==> config.mk <==
export PLATFORM = sky130hd
export DESIGN_NAME = nameserver_health_selector
export DESIGN_NICKNAME = d
export VERILOG_FILES = /design/src/hw/rtl/nhs_pkg.sv /design/src/hw/rtl/nhs_ram.sv /design/src/hw/rtl/nhs_datapath.sv /design/src/hw/rtl/nhs_ctrl.sv /design/src/hw/rtl/nameserver_health_selector.sv
export SDC_FILE = /design/constraint.sdc
export NUM_CORES = 1
export LEC_CHECK = 0
export BUFFER_PORTS_ARGS = -buffer_cell sky130_fd_sc_hd__buf_4
export CORE_UTILIZATION = 60
export DETAILED_ROUTE_END_ITERATION = 12
export PLACE_DENSITY_LB_ADDON = 0.25
export SLEW_MARGIN = 20
export SYNTH_ARGS = -nofsm -noshare
export SYNTH_HDL_FRONTEND = slang
export SYNTH_SLANG_ARGS = --single-unit
==> constraint.sdc <==
create_clock -name clk -period 8.5 [get_ports clk]
set_input_delay 0.85 -clock clk [delete_from_list [all_inputs] [get_ports clk]]
set_output_delay 0.85 -clock clk [all_outputs]
set_load 0.01 [all_outputs]
==> src/hw/rtl/nhs_pkg.sv <==
// nhs_pkg: shared types and constants for the nameserver health selector
// no dependencies; imported by every module of the block except nhs_ram
`timescale 1ns / 1ps

package nhs_pkg;

  localparam int NS_MAX     = 8;
  localparam int PERIOD_CNT = 5;

  localparam logic [7:0] COUNT_MAX = 8'd255;
  localparam logic [7:0] PERIODS [PERIOD_CNT] = '{8'd3, 8'd9, 8'd27, 8'd81, 8'd243};

  localparam logic [1:0] CMD_PICK    = 2'd0;
  localparam logic [1:0] CMD_TIMEOUT = 2'd1;
  localparam logic [1:0] CMD_REPLY   = 2'd2;

  typedef struct packed {
    logic [1:0] command;
    logic [7:0] send_count;
    logic [2:0] server_index;
    logic [7:0] reachable_mask;
  } nhs_in_t;

  typedef struct packed {
    logic       found;
    logic [2:0] chosen_server;
  } nhs_out_t;

  typedef struct packed {
    logic load;
    logic count_pick;
    logic div_step;
    logic scan_init;
    logic scan_step;
    logic mem_write;
    logic result_load;
  } nhs_cmd_t;

  typedef struct packed {
    logic is_pick;
    logic is_timeout;
    logic is_reply;
    logic n_zero;
    logic div_last;
    logic scan_stop;
  } nhs_sts_t;

endpackage

==> src/hw/rtl/nhs_ram.sv <==
// nhs_ram: generic single write port ram with registered read
// no dependencies
`timescale 1ns / 1ps

module nhs_ram #(
  parameter int WIDTH = 8,
  parameter int DEPTH = 8
) (
  input  logic                     clk,
  input  logic                     we,
  input  logic [$clog2(DEPTH)-1:0] waddr,
  input  logic [WIDTH-1:0]         wdata,
  input  logic [$clog2(DEPTH)-1:0] raddr,
  output logic [WIDTH-1:0]         rdata
);

  logic [WIDTH-1:0] mem [DEPTH];

  always_ff @(posedge clk) begin
    if (we) begin
      mem[waddr] <= wdata;
    end
    rdata <= mem[raddr];
  end

endmodule

==> src/hw/rtl/nhs_datapath.sv <==
// nhs_datapath: server count register, pick counter and residues, start
// remainder unit, timeout count store and rotated scan; uses nhs_pkg, nhs_ram
`timescale 1ns / 1ps

module nhs_datapath import nhs_pkg::*; (
  input  logic     clk,
  input  logic     rst,
  input  nhs_cmd_t cmd,
  output nhs_sts_t sts,
  input  nhs_in_t  in_data,
  input  logic     cfg_valid,
  input  logic [3:0] cfg_data,
  output nhs_out_t out_data
);

  logic [3:0]  server_count;
  nhs_in_t     in_r;
  logic [3:0]  n_r;
  logic [3:0]  n_in;
  logic [31:0] pick_count;
  logic [31:0] pick_count_next;
  logic [7:0]  res [PERIOD_CNT];
  logic [8:0]  dividend;
  logic [2:0]  rem;
  logic [3:0]  div_cnt;
  logic [3:0]  div_tmp;
  logic [2:0]  s_rd;
  logic [2:0]  s_ev;
  logic        ev_valid;
  logic [2:0]  ev_cnt;
  logic        found_r;
  logic [2:0]  chosen_r;
  logic        alt_v;
  logic [2:0]  alt;
  logic [NS_MAX-1:0] valid_bits;
  logic [7:0]  rdata;
  logic [2:0]  raddr;
  logic [7:0]  wdata;
  logic [7:0]  t_ev;
  logic [7:0]  t_idx;
  logic [2:0]  kidx;
  logic        reach;
  logic        hit0;
  logic        hit1;
  logic        ev_last;

  nhs_ram #(.WIDTH(8), .DEPTH(NS_MAX)) u_counts (
    .clk   (clk),
    .we    (cmd.mem_write),
    .waddr (in_r.server_index),
    .wdata (wdata),
    .raddr (raddr),
    .rdata (rdata)
  );

  assign n_in = (server_count > 4'(NS_MAX)) ? 4'(NS_MAX) : server_count;
  assign pick_count_next = pick_count + 32'd1;
  assign div_tmp = {rem, dividend[8]};

  assign raddr = cmd.scan_step ? s_rd : in_r.server_index;
  assign t_ev  = valid_bits[s_ev] ? rdata : 8'd0;
  assign t_idx = valid_bits[in_r.server_index] ? rdata : 8'd0;
  assign wdata = (in_r.command == CMD_TIMEOUT) ?
                 ((t_idx == COUNT_MAX) ? COUNT_MAX : t_idx + 8'd1) : 8'd0;

  assign kidx  = (t_ev >= 8'd5) ? 3'd4 : (t_ev[2:0] - 3'd1);
  assign reach = in_r.reachable_mask[s_ev];
  assign hit0  = reach && ((t_ev == 8'd0) || (res[kidx] == 8'd0));
  assign hit1  = reach && (t_ev != 8'd0);
  assign ev_last = ({1'b0, ev_cnt} == (n_r - 4'd1));

  assign sts.is_pick    = (in_r.command == CMD_PICK);
  assign sts.is_timeout = (in_r.command == CMD_TIMEOUT);
  assign sts.is_reply   = (in_r.command == CMD_REPLY);
  assign sts.n_zero     = (n_r == 4'd0);
  assign sts.div_last   = (div_cnt == 4'd8);
  assign sts.scan_stop  = ev_valid && (hit0 || ev_last);

  always_ff @(posedge clk) begin
    if (rst) begin
      server_count <= 4'd1;
      pick_count   <= 32'd0;
      valid_bits   <= '0;
      for (int k = 0; k < PERIOD_CNT; k++) begin
        res[k] <= 8'd0;
      end
    end else begin
      if (cfg_valid) begin
        server_count <= cfg_data;
      end
      if (cmd.count_pick) begin
        pick_count <= pick_count_next;
        for (int k = 0; k < PERIOD_CNT; k++) begin
          if (pick_count_next == 32'd0 || res[k] == PERIODS[k] - 8'd1) begin
            res[k] <= 8'd0;
          end else begin
            res[k] <= res[k] + 8'd1;
          end
        end
      end
      if (cmd.mem_write) begin
        valid_bits[in_r.server_index] <= 1'b1;
      end
    end
  end

  always_ff @(posedge clk) begin
    if (cmd.load) begin
      in_r     <= in_data;
      n_r      <= n_in;
      dividend <= {1'b0, in_data.send_count} + {5'd0, n_in} - 9'd1;
      rem      <= 3'd0;
      div_cnt  <= 4'd0;
      found_r  <= 1'b0;
      chosen_r <= 3'd0;
      alt_v    <= 1'b0;
      alt      <= 3'd0;
    end
    if (cmd.div_step) begin
      if (div_tmp >= n_r) begin
        rem <= 3'(div_tmp - n_r);
      end else begin
        rem <= div_tmp[2:0];
      end
      dividend <= {dividend[7:0], 1'b0};
      div_cnt  <= div_cnt + 4'd1;
    end
    if (cmd.scan_init) begin
      s_rd     <= rem;
      ev_valid <= 1'b0;
      ev_cnt   <= 3'd0;
    end
    if (cmd.scan_step) begin
      s_ev     <= s_rd;
      ev_valid <= 1'b1;
      s_rd     <= ({1'b0, s_rd} + 4'd1 == n_r) ? 3'd0 : s_rd + 3'd1;
      if (ev_valid) begin
        ev_cnt <= ev_cnt + 3'd1;
        if (hit0) begin
          found_r  <= 1'b1;
          chosen_r <= s_ev;
        end else if (hit1 && !alt_v) begin
          alt_v <= 1'b1;
          alt   <= s_ev;
        end
      end
    end
    if (cmd.result_load) begin
      out_data.found         <= found_r || alt_v;
      out_data.chosen_server <= found_r ? chosen_r : (alt_v ? alt : 3'd0);
    end
  end

endmodule

==> src/hw/rtl/nhs_ctrl.sv <==
// nhs_ctrl: sequencing state machine and output handshake
// uses nhs_pkg command and status types
`timescale 1ns / 1ps

module nhs_ctrl import nhs_pkg::*; (
  input  logic     clk,
  input  logic     rst,
  input  logic     in_valid,
  output logic     in_ready,
  output logic     out_valid,
  input  logic     out_ready,
  input  nhs_sts_t sts,
  output nhs_cmd_t cmd
);

  localparam logic [2:0] ST_IDLE      = 3'd0;
  localparam logic [2:0] ST_DECODE    = 3'd1;
  localparam logic [2:0] ST_DIV       = 3'd2;
  localparam logic [2:0] ST_SCAN_INIT = 3'd3;
  localparam logic [2:0] ST_SCAN      = 3'd4;
  localparam logic [2:0] ST_UPD_RD    = 3'd5;
  localparam logic [2:0] ST_UPD_WR    = 3'd6;
  localparam logic [2:0] ST_FINISH    = 3'd7;

  logic [2:0] state;
  logic [2:0] state_next;
  logic       slot_free;

  assign in_ready  = (state == ST_IDLE);
  assign slot_free = !out_valid || out_ready;

  always_comb begin
    state_next = state;
    cmd        = '0;
    case (state)
      ST_IDLE: begin
        if (in_valid) begin
          cmd.load   = 1'b1;
          state_next = ST_DECODE;
        end
      end
      ST_DECODE: begin
        if (sts.is_pick) begin
          cmd.count_pick = 1'b1;
          state_next     = sts.n_zero ? ST_FINISH : ST_DIV;
        end else if (sts.is_timeout) begin
          state_next = ST_UPD_RD;
        end else if (sts.is_reply) begin
          state_next = ST_UPD_WR;
        end else begin
          state_next = ST_FINISH;
        end
      end
      ST_DIV: begin
        cmd.div_step = 1'b1;
        if (sts.div_last) begin
          state_next = ST_SCAN_INIT;
        end
      end
      ST_SCAN_INIT: begin
        cmd.scan_init = 1'b1;
        state_next    = ST_SCAN;
      end
      ST_SCAN: begin
        cmd.scan_step = 1'b1;
        if (sts.scan_stop) begin
          state_next = ST_FINISH;
        end
      end
      ST_UPD_RD: begin
        state_next = ST_UPD_WR;
      end
      ST_UPD_WR: begin
        cmd.mem_write = 1'b1;
        state_next    = ST_FINISH;
      end
      ST_FINISH: begin
        if (slot_free) begin
          cmd.result_load = 1'b1;
          state_next      = ST_IDLE;
        end
      end
      default: begin
        state_next = ST_IDLE;
      end
    endcase
  end

  always_ff @(posedge clk) begin
    if (rst) begin
      state     <= ST_IDLE;
      out_valid <= 1'b0;
    end else begin
      state <= state_next;
      if (cmd.result_load) begin
        out_valid <= 1'b1;
      end else if (out_ready) begin
        out_valid <= 1'b0;
      end
    end
  end

endmodule

==> src/hw/rtl/nameserver_health_selector.sv <==
// nameserver_health_selector: top level, joins controller and datapath
// uses nhs_pkg, nhs_ctrl, nhs_datapath
//
//   channel  direction  handshake              payload
//   in       input      in_valid / in_ready    in_data   (nhs_in_t)
//   out      output     out_valid / out_ready  out_data  (nhs_out_t)
//   cfg      input      cfg_valid / cfg_ready  cfg_data  (server count, 4 bits)
//
// one transaction at a time; a pick runs DECODE, the 9-step start remainder, scan init and
// a scan of up to n servers (n = servers in use), one server per scan cycle, then FINISH
// a timeout reads then writes its count, a reply clears it, others and no-server picks go to FINISH; the
// timeout counts sit in an 8-entry ram with one read port, so the scan reads one server per cycle
// rst is synchronous; counts read as zero until first written, no clearing pass
// a finished result waits in the output register while the next transaction is taken;
// the block holds in FINISH only if that register is still full
`timescale 1ns / 1ps

module nameserver_health_selector import nhs_pkg::*; (
  input  logic       clk,
  input  logic       rst,
  input  logic       in_valid,
  output logic       in_ready,
  input  nhs_in_t    in_data,
  output logic       out_valid,
  input  logic       out_ready,
  output nhs_out_t   out_data,
  input  logic       cfg_valid,
  output logic       cfg_ready,
  input  logic [3:0] cfg_data
);

  nhs_cmd_t cmd;
  nhs_sts_t sts;

  assign cfg_ready = 1'b1;

  nhs_ctrl u_ctrl (
    .clk       (clk),
    .rst       (rst),
    .in_valid  (in_valid),
    .in_ready  (in_ready),
    .out_valid (out_valid),
    .out_ready (out_ready),
    .sts       (sts),
    .cmd       (cmd)
  );

  nhs_datapath u_dp (
    .clk       (clk),
    .rst       (rst),
    .cmd       (cmd),
    .sts       (sts),
    .in_data   (in_data),
    .cfg_valid (cfg_valid),
    .cfg_data  (cfg_data),
    .out_data  (out_data)
  );

  a_one_at_a_time: assert property (@(posedge clk) disable iff (rst)
    in_valid && in_ready |=> !in_ready)
    else $error("transaction accepted while another is in progress");

  a_result_needs_work: assert property (@(posedge clk) disable iff (rst)
    $rose(out_valid) |-> !$past(in_ready))
    else $error("result produced without a transaction in progress");

  a_none_is_zero: assert property (@(posedge clk) disable iff (rst)
    out_valid && !out_data.found |-> out_data.chosen_server == 3'd0)
    else $error("nonzero server reported with nothing found");

  a_load_on_free_slot: assert property (@(posedge clk) disable iff (rst)
    cmd.result_load |-> !out_valid || out_ready)
    else $error("result overwrote a pending output");

endmodule
==> metrics.md <==
| Metric | Value |
|---|---|
| Arr. time, crit path | 3.96 ns |
| CP top delay family | compound AO/OA/AOI/OAI gates |
| Synth Instances | 1097 |
| Max frequency | between 200 and 300 MHz |
| Drt first pass iters | 6 |
| Setup WS pre-CTS | 4.82 ns |
| Endpoints failing setup | 0 |
| DP Wirelength | 15200 µm |
| Fill count | 1361 |
| Data required, critical path | 8.67 ns |
| Power Total | 2.76 mW |
| CTS buffer count | 23 |
| CTS tree | built |
| Flops & latches, synth | 215 |
| Worst path slowest cell | a211oi_1 |
| Top-area cell type share of the netlist area | 0.397 |
| Leakage | 4.57 nW |
| CP max stage delay | 0.81 ns |
| Fin. max-slew vios | 0 |
| Reg2Reg Launch Point | u_dp.in_r[8]$_DFFE_PP_ |
| Vias in the first global route | about 7600 |
| DRC Markers | 0 |
| CP Launch Type | flop |
| Hold endpoint | u_dp.alt[1]$_DFF_P_ |
| Unrepaired setup endpoints after global routing | false |
| Design area | between 0.01 and 0.015 mm² |
| Area of the die | around 0.019 mm² |
| Cts hold-fix bufs | 0 |
| Mapped Area | 0.0111 mm² |
| Grt met2 use | 0.415 |
| DRT Wirelength | 22900 µm |
| Top Usage Layer GRT | met2 |
| Status | complete, no violations |
| Sink Count | around 220 |
| Ratio of cells with drive above 1 in the final layout | 0.0908 |
| Tightest slew margin relative to the limit | 0.245 |
| # Post-CTS Setup Buffers | 0 |
| CP max FO | 10 |
| M3 GR Usage | 0.0294 |
| Max-cap viol count | 0 |
| Setup TNS | 0 ns |
| Area delta synth->final | 10.7% |
| Crit end category | flop |
| EDFF count, synth | 146 |
| R2r setup slk | roughly 4.7 ns |
| Post-route setup slack | 4.71 ns |
| Slew @ Worst Pin | 1.13 ns |
| Width of the chip | 138 µm |
| GR met1 Demand/Resource | 0.342 |
| Io pins | 37 |
| Max clock buf depth | 3 |
| Nets | 1173 |
| Placed Instances | 1310 |
| Detail Route Antenna Nets | 0 |
| Synth top area cells | edfxtp_1 (40%), dfxtp_1 (12%), nand2_1 (5.0%), ha_1 (4.0%), nor2_1 (3.7%) |
| Final Skew | 0.0170 ns |
| Period utilization | 0.446 |
| Setup CP Type | reg -> reg |
| Reg2reg path depth | 9 |
| Port Buf Inserts | 35 |
| Buffers & Inverters on Critical Path | 0 |
| Placed cell areas | between 0.01 and 0.015 mm² |
| DRT iter0 DRCs | between 600 and 700 |
| Synth unique cells | 68 |
| Cell Count, Final, Fillers Out | about 1400 |
| Async set-reset flop share out of synthesis | 0 |
| Net Count, Synth | 1164 |
| Reg area | 0.00577 mm² |
| Total track usage | 0.250 |
| Routability congestion estimate | 0.864 |
| Maximum VDD drop | between 150 and 200 µV |
| Ys Warns | 0 |
| Pwr/cell area | 226 mW/mm² |
| Largest net degree at the start of global routing | ~90 |
| Vias | 8067 |
| Clk root buf | clkbuf_16 |
| Initial Util | 0.613 |
| Row count | 49 |
| Area of the multi-input gates | between 0.004 and 0.005 mm² |
| Critical-path cell list | nand2b_1, o221a_2, o2bb2ai_1, and2_1, ha_1, and3_1, and4_1, nor3_1, a211oi_1 |
| Total global routing overflow | 0 |
| Synth Flop Type | edfxtp_1 |
| Clk_lat worst skew | 0.51 ns |
| ANT cells | 0 |
| Worst Hold Launch | u_dp.alt[1]$_DFF_P_ |
| Initial antenna violation count | 0 |
| Worst Hold Class | reg -> reg |
| Mapped Avg Cell Area | 10.1 µm² |
| Vias/cell | 5.97 |
| H-tree depth | 1 |
| Die height | 138 µm |
| Min Tclk post-route | roughly 3.8 ns |
| Final Hold Vio Count | 0 |
| Hold WS | 0.469 ns |
| Final core utilization | 0.679 |
| Biggest area consumer among synthesized cells | edfxtp_1 |
| Reg2reg end | u_dp.u_counts.mem[1][5]$_DFFE_PP_ |
| Core area | 0.0180 mm² |
| CTS clk-pin slew, worst paths | ~0.06 ns |
| WL/cell | 17.0 µm |
| Post_cts resized | 0 |
| First-pass GRT wire length | 37400 µm |
| WHS Path Cells | 2 |
| Seq/Total Area, Yosys | 0.522 |
[cells in the mapped netlist (15+ instances only)]
master / instances
a21oi_1: 33
and3_1: 19
buf_2: 18
clkbuf_1: 34
dfxtp_1: 69
edfxtp_1: 146
ha_1: 35
inv_1: 52
mux2i_1: 15
nand2_1: 148
nand3_1: 64
nand4_1: 25
nor2_1: 109
nor3_1: 17
nor4_1: 41
o21ai_0: 36
xnor2_1: 45
xor2_1: 43
[kinds of logic after synthesis]
family	count (synthesis)	share of synthesized area
simple gates	483	0.216
fa+ha+maj	37	0.0432
compound gates	142	0.0842
xor+xnor	88	0.0697
other cells	1	0.000339
buf+inv	110	0.0411
mux	21	0.0238
flops	215	0.522
[worst register-to-register path, stage by stage (launching register included)]
cell	delay, ns
edfxtp_1	0.53
nand2b_1	0.24
o221a_2	0.28
o2bb2ai_1	0.53
and2_1	0.30
ha_1	0.24
and3_1	0.21
and4_1	0.24
nor3_1	0.06
a211oi_1	0.82
[layout by cell type, fill, tap and decap left out, types with 11 or more instances in the layout]
master	Yosys	layout
dfxtp_1	69	69
edfxtp_1	146	146
xor2_1	43	43
ha_1	35	35
nor2_1	109	109
nor3_1	17	17
xnor2_1	45	45
nand4_1	25	25
nor4_1	41	41
clkbuf_16	0	24
a21oi_1	33	32
o21ai_0	36	36
nand2_1	148	148
buf_4	1	42
inv_1	52	52
mux2i_1	15	14
nand3_1	64	64
and3_1	19	19
o211ai_1	11	11
[worst max path at each step]
stage | slack, ns | cells after the start | startpoint | to
floorplan | 5.43 | 11 | u_dp.s_ev[1]$_DFFE_PP_ | u_dp.chosen_r[0]$_DFF_P_
global placement | 5.14 | 11 | u_dp.s_ev[1]$_DFFE_PP_ | u_dp.chosen_r[2]$_DFF_P_
detailed placement | 4.82 | 9 | u_dp.in_r[8]$_DFFE_PP_ | u_dp.u_counts.mem[2][5]$_DFFE_PP_
CTS | 4.82 | 9 | u_dp.in_r[8]$_DFFE_PP_ | u_dp.u_counts.mem[1][5]$_DFFE_PP_
global route | 4.53 | 9 | u_dp.in_r[8]$_DFFE_PP_ | u_dp.u_counts.mem[1][5]$_DFFE_PP_
finish | 4.71 | 9 | u_dp.in_r[8]$_DFFE_PP_ | u_dp.u_counts.mem[1][5]$_DFFE_PP_
[layout make-up]
cell class,instances,area share
clock buffer,29,0.0506
clock inverter,13,0.0162
inverter,52,0.0160
multi-input combinational,772,0.397
sequential,215,0.471
tap,229,0.0234
timing repair buffer,42,0.0258
[metal layers]
layer | up-vias | wire (µm)
met2 | 213 | 11000
met5 | - | 0
met3 | 42 | 1090
li1 | 3981 | -
met4 | 0 | 476
met1 | 3831 | 10300
[power breakdown]
part,internal [mW],switching (mW),leakage (nW)
Sequential,1.22,0.0931,1.96
Combinational,0.144,0.233,2.21
Clock,0.670,0.404,0.403
[sequential cells by signal (all words and copies together), names as in the netlist]
register             cells
u_dp.div_cnt             4
u_dp.valid_bits          8
u_dp.ev_valid            1
u_ctrl.state             3
u_dp.alt_v               1
u_dp.pick_count         32
u_dp.u_counts.rdata      8
u_dp.chosen_r            3
u_dp.ev_cnt              3
u_dp.dividend            9
u_dp.s_rd                3
u_dp.u_counts.mem       64
u_dp.rem                 3
u_dp.out_data            4
u_dp.alt                 3
u_dp.server_count        4
u_dp.in_r               13
u_ctrl.out_valid         1
u_dp.s_ev                3
u_dp.found_r             1
u_dp.res                40
u_dp.n_r                 4
No activity file was read; power rests on OpenSTA's default activity.
